`config.mk`:
```
export PLATFORM = sky130hd
export DESIGN_NAME = laser_status_frame_parser_unit_flat
export DESIGN_NICKNAME = d
export VERILOG_FILES = /design/src/hw/rtl/lsfp_pkg.sv /design/src/hw/rtl/lsfp_if.sv /design/src/hw/rtl/laser_status_frame_parser_unit.sv /design/src/hw/rtl/lsfp_front.sv /design/src/hw/rtl/lsfp_queue.sv /design/src/hw/rtl/lsfp_back.sv /design/src/flat_wrapper.sv
export SDC_FILE = /design/constraint.sdc
export NUM_CORES = 1
export LEC_CHECK = 0
export ABC_AREA = 1
export BUFFER_PORTS_ARGS = -buffer_cell sky130_fd_sc_hd__buf_2
export CAP_MARGIN = 20
export CORE_ASPECT_RATIO = 0.75
export CORE_MARGIN = 2
export CORE_UTILIZATION = 45
export CTS_BUF_LIST = sky130_fd_sc_hd__clkbuf_4
export CTS_CLUSTER_SIZE = 12
export DETAILED_ROUTE_END_ITERATION = 10
export PLACE_DENSITY_LB_ADDON = 0.2
export SYNTH_ARGS = -nofsm -noshare
export SYNTH_HDL_FRONTEND = slang
export SYNTH_SLANG_ARGS = --single-unit
```
`constraint.sdc`:
```
create_clock -name i_clk -period 13.6 [get_ports i_clk]
set_clock_uncertainty 0.05 [all_clocks]
set_input_delay 2.72 -clock i_clk [delete_from_list [all_inputs] [get_ports i_clk]]
set_output_delay 2.72 -clock i_clk [all_outputs]
set_load 0.02 [all_outputs]
```
`src/hw/rtl/lsfp_pkg.sv`:
```
// Package: constants, types and shared definitions for the laser status frame parser.
package lsfp_pkg;

    localparam int unsigned BYTE_W      = 8;
    localparam int unsigned CAP_DEPTH   = 17;
    localparam int unsigned CAP_IW      = $clog2(CAP_DEPTH);
    localparam int unsigned QUEUE_DEPTH = 2;
    localparam int unsigned QUEUE_AW    = $clog2(QUEUE_DEPTH);
    localparam int unsigned QUEUE_CW    = $clog2(QUEUE_DEPTH + 1);

    localparam logic [BYTE_W-1:0] SYNC_FIRST   = 8'h55;
    localparam logic [BYTE_W-1:0] SYNC_SECOND  = 8'hAA;
    localparam logic [BYTE_W-1:0] CMD_LASER_ON = 8'hC1;
    localparam logic [BYTE_W-1:0] CMD_IDENTITY = 8'hD1;
    localparam logic [BYTE_W-1:0] CMD_IGNORED  = 8'hD2;
    localparam logic [BYTE_W-1:0] CMD_STATUS   = 8'hD3;

    typedef enum logic [1:0] {
        KIND_LASER_ON = 2'd0,
        KIND_IDENTITY = 2'd1,
        KIND_STATUS   = 2'd2
    } t_kind;

    typedef logic [CAP_DEPTH-1:0][BYTE_W-1:0] t_capture;

    typedef struct packed {
        t_kind    kind;
        t_capture payload;
    } t_frame;

endpackage

```
`src/hw/rtl/lsfp_if.sv`:
```
// Interfaces: received byte channel and parsed frame result channel.
interface lsfp_in_if;
    logic       valid;
    logic       ready;
    logic [7:0] rx_byte;

    modport source (output valid, output rx_byte, input ready);
    modport sink   (input valid, input rx_byte, output ready);
endinterface

interface lsfp_out_if;
    logic        valid;
    logic        ready;
    logic [1:0]  frame_kind;
    logic        laser_on;
    logic [31:0] serial_high;
    logic [39:0] serial_low;
    logic [7:0]  work_status;
    logic [7:0]  alarm_bits;
    logic [15:0] temperature;
    logic [15:0] drive_current;
    logic [15:0] output_power;
    logic [15:0] set_power;

    modport source (
        output valid, output frame_kind, output laser_on, output serial_high,
        output serial_low, output work_status, output alarm_bits, output temperature,
        output drive_current, output output_power, output set_power, input ready
    );
    modport sink (
        input valid, input frame_kind, input laser_on, input serial_high,
        input serial_low, input work_status, input alarm_bits, input temperature,
        input drive_current, input output_power, input set_power, output ready
    );
endinterface

```
`src/hw/rtl/laser_status_frame_parser_unit.sv`:
```
// Top level: laser status frame parser, front end, frame queue and result stage.
// Throughput: one received byte per cycle while the frame queue has room.
// A result passes from the queue, written at the transfer of the second checksum byte,
// into the result register, which loads once that register is empty or its result is taken.
// Input stalls only while the two-entry frame queue is full.
// Reset (synchronous, active low): parser hunts the first sync byte, queue and result empty.
module laser_status_frame_parser_unit (
    input  logic        i_clk,
    input  logic        i_rst_n,
    lsfp_in_if.sink     i_in,
    lsfp_out_if.source  o_out
);

    logic             w_push;
    logic             w_pop;
    logic             w_full;
    logic             w_empty;
    lsfp_pkg::t_frame w_front_frame;
    lsfp_pkg::t_frame w_back_frame;

    lsfp_front u_front (
        .i_clk        (i_clk),
        .i_rst_n      (i_rst_n),
        .i_in         (i_in),
        .i_queue_full (w_full),
        .o_push       (w_push),
        .o_frame      (w_front_frame)
    );

    lsfp_queue u_queue (
        .i_clk   (i_clk),
        .i_rst_n (i_rst_n),
        .i_push  (w_push),
        .i_frame (w_front_frame),
        .i_pop   (w_pop),
        .o_full  (w_full),
        .o_empty (w_empty),
        .o_frame (w_back_frame)
    );

    lsfp_back u_back (
        .i_clk   (i_clk),
        .i_rst_n (i_rst_n),
        .i_empty (w_empty),
        .i_frame (w_back_frame),
        .o_pop   (w_pop),
        .o_out   (o_out)
    );

endmodule

```
`src/hw/rtl/lsfp_front.sv`:
```
// Sync hunt, header decode and payload capture; one byte per cycle when ready.
module lsfp_front (
    input  logic            i_clk,
    input  logic            i_rst_n,
    lsfp_in_if.sink         i_in,
    input  logic            i_queue_full,
    output logic            o_push,
    output lsfp_pkg::t_frame o_frame
);

    typedef enum logic [6:0] {
        PH_HUNT0 = 7'b0000001,
        PH_HUNT1 = 7'b0000010,
        PH_CMD   = 7'b0000100,
        PH_LEN   = 7'b0001000,
        PH_DATA  = 7'b0010000,
        PH_CK0   = 7'b0100000,
        PH_CK1   = 7'b1000000
    } t_phase;

    t_phase                            r_phase, n_phase;
    logic [lsfp_pkg::BYTE_W-1:0]       r_length, n_length;
    logic [lsfp_pkg::BYTE_W-1:0]       r_count, n_count;
    logic                              r_kind_ok, n_kind_ok;
    lsfp_pkg::t_kind                   r_kind, n_kind;
    lsfp_pkg::t_capture                r_cap, n_cap;
    logic                              w_take;
    logic [lsfp_pkg::BYTE_W-1:0]       w_b;
    logic [lsfp_pkg::BYTE_W-1:0]       w_count_inc;

    assign i_in.ready  = !i_queue_full;
    assign w_take      = i_in.valid && i_in.ready;
    assign w_b         = i_in.rx_byte;
    assign w_count_inc = r_count + 8'd1;

    assign o_push          = w_take && (r_phase == PH_CK1) && r_kind_ok;
    assign o_frame.kind    = r_kind;
    assign o_frame.payload = r_cap;

    always_comb begin
        n_phase   = r_phase;
        n_length  = r_length;
        n_count   = r_count;
        n_kind_ok = r_kind_ok;
        n_kind    = r_kind;
        n_cap     = r_cap;
        if (w_take) begin
            unique case (r_phase)
                PH_HUNT0: begin
                    if (w_b == lsfp_pkg::SYNC_FIRST) n_phase = PH_HUNT1;
                end
                PH_HUNT1: begin
                    if (w_b == lsfp_pkg::SYNC_SECOND) n_phase = PH_CMD;
                    else if (w_b != lsfp_pkg::SYNC_FIRST) n_phase = PH_HUNT0;
                end
                PH_CMD: begin
                    n_cap   = '0;
                    n_count = '0;
                    n_phase = PH_LEN;
                    unique case (w_b)
                        lsfp_pkg::CMD_LASER_ON: begin
                            n_kind_ok = 1'b1;
                            n_kind    = lsfp_pkg::KIND_LASER_ON;
                        end
                        lsfp_pkg::CMD_IDENTITY: begin
                            n_kind_ok = 1'b1;
                            n_kind    = lsfp_pkg::KIND_IDENTITY;
                        end
                        lsfp_pkg::CMD_STATUS: begin
                            n_kind_ok = 1'b1;
                            n_kind    = lsfp_pkg::KIND_STATUS;
                        end
                        lsfp_pkg::CMD_IGNORED: begin
                            n_kind_ok = 1'b0;
                            n_kind    = lsfp_pkg::KIND_LASER_ON;
                        end
                        default: begin
                            n_kind_ok = 1'b0;
                            n_kind    = lsfp_pkg::KIND_LASER_ON;
                        end
                    endcase
                end
                PH_LEN: begin
                    n_length = w_b;
                    n_count  = '0;
                    n_phase  = (w_b == '0) ? PH_CK0 : PH_DATA;
                end
                PH_DATA: begin
                    if (r_count < lsfp_pkg::BYTE_W'(lsfp_pkg::CAP_DEPTH)) begin
                        n_cap[r_count[lsfp_pkg::CAP_IW-1:0]] = w_b;
                    end
                    n_count = w_count_inc;
                    if (w_count_inc >= r_length) n_phase = PH_CK0;
                end
                PH_CK0: n_phase = PH_CK1;
                PH_CK1: n_phase = PH_HUNT0;
                default: n_phase = PH_HUNT0;
            endcase
        end
    end

    always_ff @(posedge i_clk) begin
        if (!i_rst_n) begin
            r_phase   <= PH_HUNT0;
            r_length  <= '0;
            r_count   <= '0;
            r_kind_ok <= 1'b0;
            r_kind    <= lsfp_pkg::KIND_LASER_ON;
        end else begin
            r_phase   <= n_phase;
            r_length  <= n_length;
            r_count   <= n_count;
            r_kind_ok <= n_kind_ok;
            r_kind    <= n_kind;
        end
    end

    always_ff @(posedge i_clk) begin
        r_cap <= n_cap;
    end

endmodule

```
`src/hw/rtl/lsfp_queue.sv`:
```
// Short frame queue between the front end and the result formatter.
module lsfp_queue (
    input  logic             i_clk,
    input  logic             i_rst_n,
    input  logic             i_push,
    input  lsfp_pkg::t_frame i_frame,
    input  logic             i_pop,
    output logic             o_full,
    output logic             o_empty,
    output lsfp_pkg::t_frame o_frame
);

    lsfp_pkg::t_frame                r_mem [lsfp_pkg::QUEUE_DEPTH];
    logic [lsfp_pkg::QUEUE_AW-1:0]   r_wr_ptr, n_wr_ptr;
    logic [lsfp_pkg::QUEUE_AW-1:0]   r_rd_ptr, n_rd_ptr;
    logic [lsfp_pkg::QUEUE_CW-1:0]   r_fill, n_fill;
    logic                            w_push, w_pop;

    assign o_full  = (r_fill == lsfp_pkg::QUEUE_CW'(lsfp_pkg::QUEUE_DEPTH));
    assign o_empty = (r_fill == '0);
    assign o_frame = r_mem[r_rd_ptr];
    assign w_push  = i_push && !o_full;
    assign w_pop   = i_pop && !o_empty;

    always_comb begin
        n_wr_ptr = r_wr_ptr;
        n_rd_ptr = r_rd_ptr;
        n_fill   = r_fill;
        if (w_push) begin
            n_wr_ptr = (r_wr_ptr == lsfp_pkg::QUEUE_AW'(lsfp_pkg::QUEUE_DEPTH - 1))
                       ? '0 : r_wr_ptr + 1'b1;
        end
        if (w_pop) begin
            n_rd_ptr = (r_rd_ptr == lsfp_pkg::QUEUE_AW'(lsfp_pkg::QUEUE_DEPTH - 1))
                       ? '0 : r_rd_ptr + 1'b1;
        end
        if (w_push && !w_pop) n_fill = r_fill + 1'b1;
        else if (w_pop && !w_push) n_fill = r_fill - 1'b1;
    end

    always_ff @(posedge i_clk) begin
        if (!i_rst_n) begin
            r_wr_ptr <= '0;
            r_rd_ptr <= '0;
            r_fill   <= '0;
        end else begin
            r_wr_ptr <= n_wr_ptr;
            r_rd_ptr <= n_rd_ptr;
            r_fill   <= n_fill;
        end
    end

    always_ff @(posedge i_clk) begin
        if (w_push) r_mem[r_wr_ptr] <= i_frame;
    end

endmodule

```
`src/hw/rtl/lsfp_back.sv`:
```
// Back end: field extraction per frame kind into the registered result stage.
module lsfp_back (
    input  logic             i_clk,
    input  logic             i_rst_n,
    input  logic             i_empty,
    input  lsfp_pkg::t_frame i_frame,
    output logic             o_pop,
    lsfp_out_if.source       o_out
);

    logic        r_valid;
    logic [1:0]  r_kind;
    logic        r_laser_on;
    logic [31:0] r_serial_high;
    logic [39:0] r_serial_low;
    logic [7:0]  r_work_status;
    logic [7:0]  r_alarm_bits;
    logic [15:0] r_temperature;
    logic [15:0] r_drive_current;
    logic [15:0] r_output_power;
    logic [15:0] r_set_power;

    logic        n_laser_on;
    logic [31:0] n_serial_high;
    logic [39:0] n_serial_low;
    logic [7:0]  n_work_status;
    logic [7:0]  n_alarm_bits;
    logic [15:0] n_temperature;
    logic [15:0] n_drive_current;
    logic [15:0] n_output_power;
    logic [15:0] n_set_power;

    lsfp_pkg::t_capture w_p;

    assign w_p   = i_frame.payload;
    assign o_pop = !i_empty && (!r_valid || o_out.ready);

    // payload index is frame offset minus four
    always_comb begin
        n_laser_on      = 1'b0;
        n_serial_high   = '0;
        n_serial_low    = '0;
        n_work_status   = '0;
        n_alarm_bits    = '0;
        n_temperature   = '0;
        n_drive_current = '0;
        n_output_power  = '0;
        n_set_power     = '0;
        unique case (i_frame.kind)
            lsfp_pkg::KIND_LASER_ON: begin
                n_laser_on = (w_p[0] == 8'd1);
            end
            lsfp_pkg::KIND_IDENTITY: begin
                n_serial_high = {w_p[8], w_p[9], w_p[10], w_p[11]};
                n_serial_low  = {w_p[12], w_p[13], w_p[14], w_p[15], w_p[16]};
            end
            lsfp_pkg::KIND_STATUS: begin
                n_work_status   = w_p[0];
                n_alarm_bits    = w_p[1];
                n_temperature   = {w_p[3], w_p[2]};
                n_drive_current = {w_p[5], w_p[4]};
                n_output_power  = {w_p[7], w_p[6]};
                n_set_power     = {w_p[9], w_p[8]};
            end
            default: ;
        endcase
    end

    always_ff @(posedge i_clk) begin
        if (!i_rst_n) begin
            r_valid <= 1'b0;
        end else if (o_pop) begin
            r_valid <= 1'b1;
        end else if (o_out.ready) begin
            r_valid <= 1'b0;
        end
    end

    always_ff @(posedge i_clk) begin
        if (o_pop) begin
            r_kind          <= i_frame.kind;
            r_laser_on      <= n_laser_on;
            r_serial_high   <= n_serial_high;
            r_serial_low    <= n_serial_low;
            r_work_status   <= n_work_status;
            r_alarm_bits    <= n_alarm_bits;
            r_temperature   <= n_temperature;
            r_drive_current <= n_drive_current;
            r_output_power  <= n_output_power;
            r_set_power     <= n_set_power;
        end
    end

    assign o_out.valid         = r_valid;
    assign o_out.frame_kind    = r_kind;
    assign o_out.laser_on      = r_laser_on;
    assign o_out.serial_high   = r_serial_high;
    assign o_out.serial_low    = r_serial_low;
    assign o_out.work_status   = r_work_status;
    assign o_out.alarm_bits    = r_alarm_bits;
    assign o_out.temperature   = r_temperature;
    assign o_out.drive_current = r_drive_current;
    assign o_out.output_power  = r_output_power;
    assign o_out.set_power     = r_set_power;

endmodule

```
`src/flat_wrapper.sv`:
```
// flat-port wrapper written by rule: the top's interface ports become plain ports
module laser_status_frame_parser_unit_flat 
  (i_clk, i_rst_n, i_in_valid, i_in_rx_byte, i_in_ready, o_out_valid, o_out_frame_kind, o_out_laser_on, o_out_serial_high, o_out_serial_low, o_out_work_status, o_out_alarm_bits, o_out_temperature, o_out_drive_current, o_out_output_power, o_out_set_power, o_out_ready);
  lsfp_in_if i_in_i ();
  lsfp_out_if o_out_i ();
  input  logic i_clk;
  input  logic i_rst_n;
  input wire logic [$bits(i_in_i.valid)-1:0] i_in_valid;
  input wire logic [$bits(i_in_i.rx_byte)-1:0] i_in_rx_byte;
  output wire logic [$bits(i_in_i.ready)-1:0] i_in_ready;
  output wire logic [$bits(o_out_i.valid)-1:0] o_out_valid;
  output wire logic [$bits(o_out_i.frame_kind)-1:0] o_out_frame_kind;
  output wire logic [$bits(o_out_i.laser_on)-1:0] o_out_laser_on;
  output wire logic [$bits(o_out_i.serial_high)-1:0] o_out_serial_high;
  output wire logic [$bits(o_out_i.serial_low)-1:0] o_out_serial_low;
  output wire logic [$bits(o_out_i.work_status)-1:0] o_out_work_status;
  output wire logic [$bits(o_out_i.alarm_bits)-1:0] o_out_alarm_bits;
  output wire logic [$bits(o_out_i.temperature)-1:0] o_out_temperature;
  output wire logic [$bits(o_out_i.drive_current)-1:0] o_out_drive_current;
  output wire logic [$bits(o_out_i.output_power)-1:0] o_out_output_power;
  output wire logic [$bits(o_out_i.set_power)-1:0] o_out_set_power;
  input wire logic [$bits(o_out_i.ready)-1:0] o_out_ready;
  assign i_in_i.valid = i_in_valid;
  assign i_in_i.rx_byte = i_in_rx_byte;
  assign i_in_ready = i_in_i.ready;
  assign o_out_valid = o_out_i.valid;
  assign o_out_frame_kind = o_out_i.frame_kind;
  assign o_out_laser_on = o_out_i.laser_on;
  assign o_out_serial_high = o_out_i.serial_high;
  assign o_out_serial_low = o_out_i.serial_low;
  assign o_out_work_status = o_out_i.work_status;
  assign o_out_alarm_bits = o_out_i.alarm_bits;
  assign o_out_temperature = o_out_i.temperature;
  assign o_out_drive_current = o_out_i.drive_current;
  assign o_out_output_power = o_out_i.output_power;
  assign o_out_set_power = o_out_i.set_power;
  assign o_out_i.ready = o_out_ready;
  laser_status_frame_parser_unit u_core (.i_clk(i_clk), .i_rst_n(i_rst_n), .i_in(i_in_i), .o_out(o_out_i));
endmodule
```
# Word-level counts from Yosys, hierarchy flattened
# Memories as Yosys holds them, arrays and structs flattened. A register that Yosys moved wholly into a read port is not among the register bits.
# Cells that the tools add are included.
[classes]
order_cmp = 4
n_reduce_logical = 29
n_eq_ne = 21
n_addsub = 5
mux = 24
[op_table]
columns = ["operator", "count"]
rows = [
  ["one-hot mux 136 bit (2 select lines)", 1],
  ["bitwise mux 136 bit", 1],
  ["two-way mux 136 bit", 1],
  ["one-hot mux 7 bit (6 select lines)", 1],
  ["demux 8 bit (select 5 bit)", 1],
  ["equality test 8 bit, second input constant", 4],
  ["two-way mux 7 bit", 4],
  ["one-hot mux 8 bit (2 select lines)", 1],
  ["logical AND 1 bit", 9],
  ["two-way mux 1 bit", 9],
  ["adder 8 x 1 -> 8 bit, second input constant", 1],
  ["equality test 8 x 1 -> 1 bit, second input constant", 1],
  ["equality test 8 x 7 -> 1 bit, second input constant", 1],
  ["greater-or-equal comparator 8 bit", 1],
  ["logical NOT 8 bit", 1],
  ["less-than comparator 8 x 5 -> 1 bit, second input constant", 1],
  ["two-way mux 8 bit", 1],
  ["!= test 8 x 7 -> 1 bit, second input constant", 1],
  ["nonzero test 2 bit", 4],
  ["equality test 7 x 1 -> 1 bit, second input constant", 1],
  ["equality test 7 x 2 -> 1 bit, second input constant", 1],
  ["equality test 7 x 3 -> 1 bit, second input constant", 1],
  ["equality test 7 x 4 -> 1 bit, second input constant", 1],
  ["equality test 7 x 5 -> 1 bit, second input constant", 1],
  ["other kinds (22)", 34],
]
[word_totals]
out_inout_bits = 157
ff_bits = 322
n_memories = 1
ramBits = 276
wordCells = 120
in_bits = 12
[memory_table]
columns = ["memory", "depth", "word_bits", "read_ports", "rd_ports_with_merged_regs", "wr", "line_no", "source"]
rows = [
  ["u_core.u_queue.r_mem", 2, 138, 1, 1, 1, "lsfp_queue.sv:13", "lsfp_pkg::t_frame r_mem [lsfp_pkg::QUEUE_DEPTH];"],
]

# Longest topological paths before layout
[depth]
depth_word = 10
mapped_depth = 18
ltp_nobuf = 16

# Hierarchy
# From an unflattened synthesis, not the netlist that was laid out.
[unflattened]
cells_unflattened = 1733
area_unflattened_um2 = 24668.7
[modules_own_cells]
columns = ["mod", "cells_per_inst", "seq_area_each_um2", "n_inst", "area_per_inst_um2"]
rows = [
  ["lsfp_queue", 467, 8388.0, 1, 10246.1],
  ["lsfp_front", 792, 4604.4, 1, 7887.6],
  ["lsfp_back", 474, 4674.5, 1, 6535.0],
]

# Worst setup path before layout
# No wires, ideal clock.
[synth_timing]
path_type = "in2reg"
startpoint = "in o_out_ready"
endpoint = "reg u_core.u_queue.r_fill[1] (netlist name)"
path_slack_ns = 1.814
t_arrival_ns = 11.614
t_required_ns = 13.428
n_path_buf = 0
stages = 8
cell_sequence = "nor2_1 a21oi_1 inv_1 ha_1 a21oi_1 o21ai_0 o21ai_0 a21oi_1"
[synth_via]
elab_chain_cells = 6
elab_cells_between_ends = 8
[synth_rtl]
columns = ["element", "line_no", "source"]
rows = [
  ["start: declaration", "flat_wrapper.sv:22", "input wire logic [$bits(o_out_i.ready)-1:0] o_out_ready;"],
  ["logical OR 1 bit *", "lsfp_back.sv:36", "assign o_pop = !i_empty && (!r_valid || o_out.ready);"],
  ["logical AND 1 bit *", "lsfp_back.sv:36", ""],
  ["via u_core.u_back.o_pop", "lsfp_back.sv:7", "output logic o_pop,"],
  ["logical AND 1 bit *", "lsfp_queue.sv:23", "assign w_pop = i_pop && !o_empty;"],
  ["logical NOT 1 bit", "lsfp_queue.sv:37", "if (w_push && !w_pop) n_fill = r_fill + 1'b1;"],
  ["logical AND 1 bit", "lsfp_queue.sv:37", ""],
  ["two-way mux 2 bit / nonzero test 2 bit (equally long branches)", "-", ""],
  ["end signal: assignment", "lsfp_queue.sv:49", "r_fill <= n_fill;"],
  ["end: declaration", "lsfp_queue.sv:16", "logic [lsfp_pkg::QUEUE_CW-1:0] r_fill, n_fill;"],
]
# Mark *: on every way through the listed nets, which the timed path passes. The rest lies on a longest branch.
# A chain may end at the register's enable or synchronous reset.

# Worst setup path after layout
[layout_timing]
startpoint = "in i_in_valid"
endpoint = "mem u_core.u_queue.r_mem[0][39] (netlist name), enable pin"
[layout_via]
elab_chain_cells = 6
[layout_rtl]
columns = ["element", "line_no", "source"]
rows = [
  ["start: declaration", "flat_wrapper.sv:8", "input wire logic [$bits(i_in_i.valid)-1:0] i_in_valid;"],
  ["logical AND 1 bit", "lsfp_front.sv:32", "assign w_take = i_in.valid && i_in.ready;"],
  ["logical AND 1 bit (2 in a row)", "lsfp_front.sv:36", "assign o_push = w_take && (r_phase == PH_CK1) && r_kind_ok;"],
  ["logical AND 1 bit", "lsfp_queue.sv:22", "assign w_push = i_push && !o_full;"],
  ["two-way mux 1 bit", "lsfp_queue.sv:54", "if (w_push) r_mem[r_wr_ptr] <= i_frame;"],
  ["two-way mux 1 bit (not written as such)", "lsfp_queue.sv:54", ""],
  ["end: declaration", "lsfp_queue.sv:13", ""],
]
# Every way passes these cells.

==> metrics.md <==
| Metric | Value |
|---|---|
| Maximum clock insertion buffer count | `3` |
| RD Place Congestion | `around 0.8` |
| Pwr per Cell Area | `a little over 200 nW/um^2` |
| Synthesized net count | `approximately 1700` |
| Max Clk Rate | `approximately 180 MHz` |
| Post-route ant nets | `0` |
| I/O Buffers | `~170` |
| Hpwl dp | `between 20000 and 30000 microns` |
| Unique masters post-synth | `32` |
| Min-Delay Path Depth | `1` |
| Largest cells by area after synthesis | `edfxtp_1 (75%), a21oi_1 (5.9%), nand2_1 (5.1%), o21ai_0 (3.0%), dfxtp_1 (2.8%)` |
| Mean routed wirelength per cell | `between 15 and 20 microns` |
| Lkg Pwr | `approximately 9.3 nW` |
| Mapped Area | `22800 sq um` |
| Number of synthesized flops with an enable pin | `between 500 and 600` |
| Met2 wire length | `23200 microns` |
| Worst setup EP type | `flip-flop` |
| Synth area leader | `edfxtp_1` |
| CTS tree | `yes` |
| # Max-Cap Violations | `0` |
| Share of the synthesized area in the top cell type | `approximately 75%` |
| Fin. max-slew vios | `0` |
| Fillers | `4297` |
| Count leader, synth | `edfxtp_1` |
| Initial Util | `between 40% and 50%` |
| DRC | `0` |
| Htree depth | `4` |
| Ys async rst share | `0%` |
| Max transition margin | `21.3%` |
| Die X | `264 microns` |
| First-pass GRT wire length | `77100 microns` |
| Nets@finish | `between 1500 and 2000` |
| Final hold vios | `0` |
| Setup Buffers After CTS | `0` |
| P&R area growth vs syn | `14.8%` |
| RSZ-0062 raised after global routing | `false` |
| DRT met1 WL | `about 23000 microns` |
| Main flop type after synthesis | `edfxtp_1` |
| Commonest cells in the netlist | `edfxtp_1 (567), nand2_1 (309), a21oi_1 (268)` |
| Vias in the first global route | `approximately 14000` |
| Synth warnings | `0` |
| Cts bufs inserted | `147` |
| Total core area | `~50000 sq um` |
| Avg Inst Size Synth | `13.5 sq um` |
| Routed wire length | `50900 microns` |
| Die height | `approximately 200 microns` |
| Hold path start | `u_core.u_queue.r_rd_ptr$_SDFFE_PN0P_` |
| Crit path DAT | `roughly 5.8 ns` |
| Worst Path Class, Setup | `in2reg` |
| DRT iter0 DRCs | `between 1000 and 1500` |
| Cts hold-fix bufs | `0` |
| Layout cells sized above 1 | `roughly 21%` |
| Cells after DPL | `approximately 2400` |
| Hold crit path type | `reg2reg` |
| Max layer used | `met4` |
| R2r worst-path depth | `8` |
| Slew @ Worst Pin | `1.18 ns` |
| Clk slew on worst S/H paths | `approximately 0.07 ns` |
| Clk root buf | `clkbuf_4` |
| Register area share after synthesis | `between 70% and 80%` |
| Setup TNS | `0 ns` |
| Vias | `14037` |
| Startpoint types | `input pin` |
| #FFs+latches synth | `roughly 600` |
| TritonCTS Sinks | `about 600` |
| Clock Latency Late Sink | `0.85 ns` |
| Worst Path Required | `between 10 and 15 ns` |
| Vias per Instance | `approximately 5.2` |
| Setup violators final | `0` |
| Die area | `52500 sq um` |
| Final period utilization | `around 40%` |
| Largest net degree at the start of global routing | `81` |
| Status | `completed` |
| CTS resizes | `0` |
| Remaining Overflow, GRT | `0` |
| Shortest period the worst path allows | `5.43 ns` |
| Capturing point of the worst reg2reg path | `u_core.u_front.o_frame[4]$_SDFFCE_PN0P_` |
| Initial antenna violation count | `3` |
| Number of core rows | `71` |
| Worst VDD drop | `0.000108 V` |
| Worst R2R Start | `u_core.u_front.r_phase[0]$_SDFFE_PN1P_` |
| Fin cells | `about 2700` |
| Tot GR Track Use | `between 15 and 20%` |
| CP max FO | `between 60 and 70` |
| Reg-to-reg slack, setup | `around 9 ns` |
| Drt first pass iters | `8` |
| Met3 wire len | `3700 microns` |
| Cell count after synthesis | `roughly 1700` |
| # IOs | `between 150 and 200` |
[report_power, final]
part           switching, mW  total (mW)  internal, mW
clock network          0.694        1.56         0.865
logic                  0.949        1.25         0.302
registers              0.105        2.54          2.43
[cell families after synthesis]
kind of cell    share of synthesized area (%)
buf+inv                                  3.10
mux                                      1.01
xor+xnor                                0.115
compound gates                           9.21
fa+ha+maj                               0.714
simple gates                             8.29
flops                                    77.6
[cells in the final DEF (no fill, tap or decap), types with 2 or more instances in the layout]
master | netlist | layout
nand2_1 | 309 | 307
nand4_1 | 5 | 5
or2_1 | 2 | 2
clkinv_4 | 0 | 2
nor3_1 | 8 | 8
inv_1 | 61 | 61
dfxtp_1 | 32 | 31
bufinv_16 | 0 | 8
o21ai_0 | 138 | 138
a21oi_1 | 268 | 266
a211oi_1 | 5 | 5
nand3_1 | 25 | 25
clkinv_2 | 0 | 2
nor2_4 | 2 | 4
diode_2 | 0 | 5
o21ai_1 | 2 | 2
nor4_1 | 4 | 4
edfxtp_1 | 567 | 567
or2_2 | 2 | 2
mux2i_1 | 23 | 23
buf_2 | 37 | 168
a21oi_4 | 0 | 2
nor2_1 | 107 | 105
nand2_2 | 1 | 2
ha_1 | 13 | 13
inv_2 | 3 | 3
buf_4 | 14 | 16
nor2_2 | 5 | 5
xor2_1 | 3 | 3
clkinvlp_4 | 0 | 2
clkbuf_4 | 0 | 212
clkinv_1 | 4 | 28
[layout make-up]
type,count,area (sq um),area share (%)
Antenna cell,5,12.5,0.0478
Clock buffer,212,1590,6.09
Clock inverter,38,372,1.42
Inverter,68,256,0.981
Multi-Input combinational cell,926,4450,17.0
Sequential cell,599,17700,67.6
Tap cell,657,822,3.14
Timing Repair Buffer,185,975,3.73
[worst max-delay path, cell delays in order]
cell and delay, ns:
buf_2 0.08, nand2_1 0.18, inv_1 0.19, nand3_1 0.24
nor2_4 0.79, buf_4 0.67, buf_4 0.84
[routing by layer]
layer / up-vias / GRT usage [%]
met3: 83 / 5.16
met2: 531 / 29.6
met1: 6788 / 27.0
met5: - / 0
met4: 0 / 6.76
li1: 6635 / -
[how the worst max path moves through the flow]
| stage | cells after the start | to | slack (ns) | startpoint |
|---|---|---|---|---|
| after floorplan | 8 | u_core.u_queue.r_fill[1]$_SDFFE_PN0P_ | 1.81 | o_out_ready |
| after global placement | 7 | u_core.u_queue.r_mem[0][40]$_DFFE_PP_ | 7.38 | i_in_valid |
| after detailed placement | 7 | u_core.u_queue.r_mem[0][77]$_DFFE_PP_ | 7.31 | i_in_valid |
| after CTS | 7 | u_core.u_queue.r_mem[0][39]$_DFFE_PP_ | 8.24 | i_in_valid |
| after global routing | 7 | u_core.u_queue.r_mem[0][39]$_DFFE_PP_ | 8.06 | i_in_valid |
| final | 7 | u_core.u_queue.r_mem[0][39]$_DFFE_PP_ | 8.17 | i_in_valid |
[registers in the layout, summed over array words and instances (netlist names), 2 cells and up, named ones only]
name and cells:
u_core.u_front.r_length 8, u_core.u_queue.r_mem 276, u_core.u_back.o_out.drive_current 16, u_core.u_queue.r_fill 2
u_core.u_back.o_out.set_power 16, u_core.u_front.r_phase 7, u_core.u_back.o_out.work_status 8, u_core.u_front.r_kind 2
u_core.u_back.o_out.serial_high 32, u_core.u_front.r_count 8, u_core.u_front.o_frame 136, u_core.u_back.o_out.output_power 16
u_core.u_back.o_out.frame_kind 2, u_core.u_back.o_out.alarm_bits 8, u_core.u_back.o_out.serial_low 40, u_core.u_back.o_out.temperature 16
[per-stage QoR]
stage / util, % / setup WS (ns) / area, sq um / hold WS (ns) / total power [mW]
2_1_floorplan: - / 1.81 / 22800 / 0.370 / 3.48
3_3_place_gp: 48.2 / 7.38 / 24200 / 0.379 / 3.83
3_5_place_dp: 48.2 / 7.31 / 24200 / 0.384 / 3.85
4_1_cts: 52.1 / 8.24 / 26100 / 0.379 / 5.42
5_1_grt: 52.2 / 8.06 / 26200 / 0.407 / 5.63
6_report: 52.2 / 8.17 / 26200 / 0.398 / 5.35
Power figures use the tool's default switching activity.
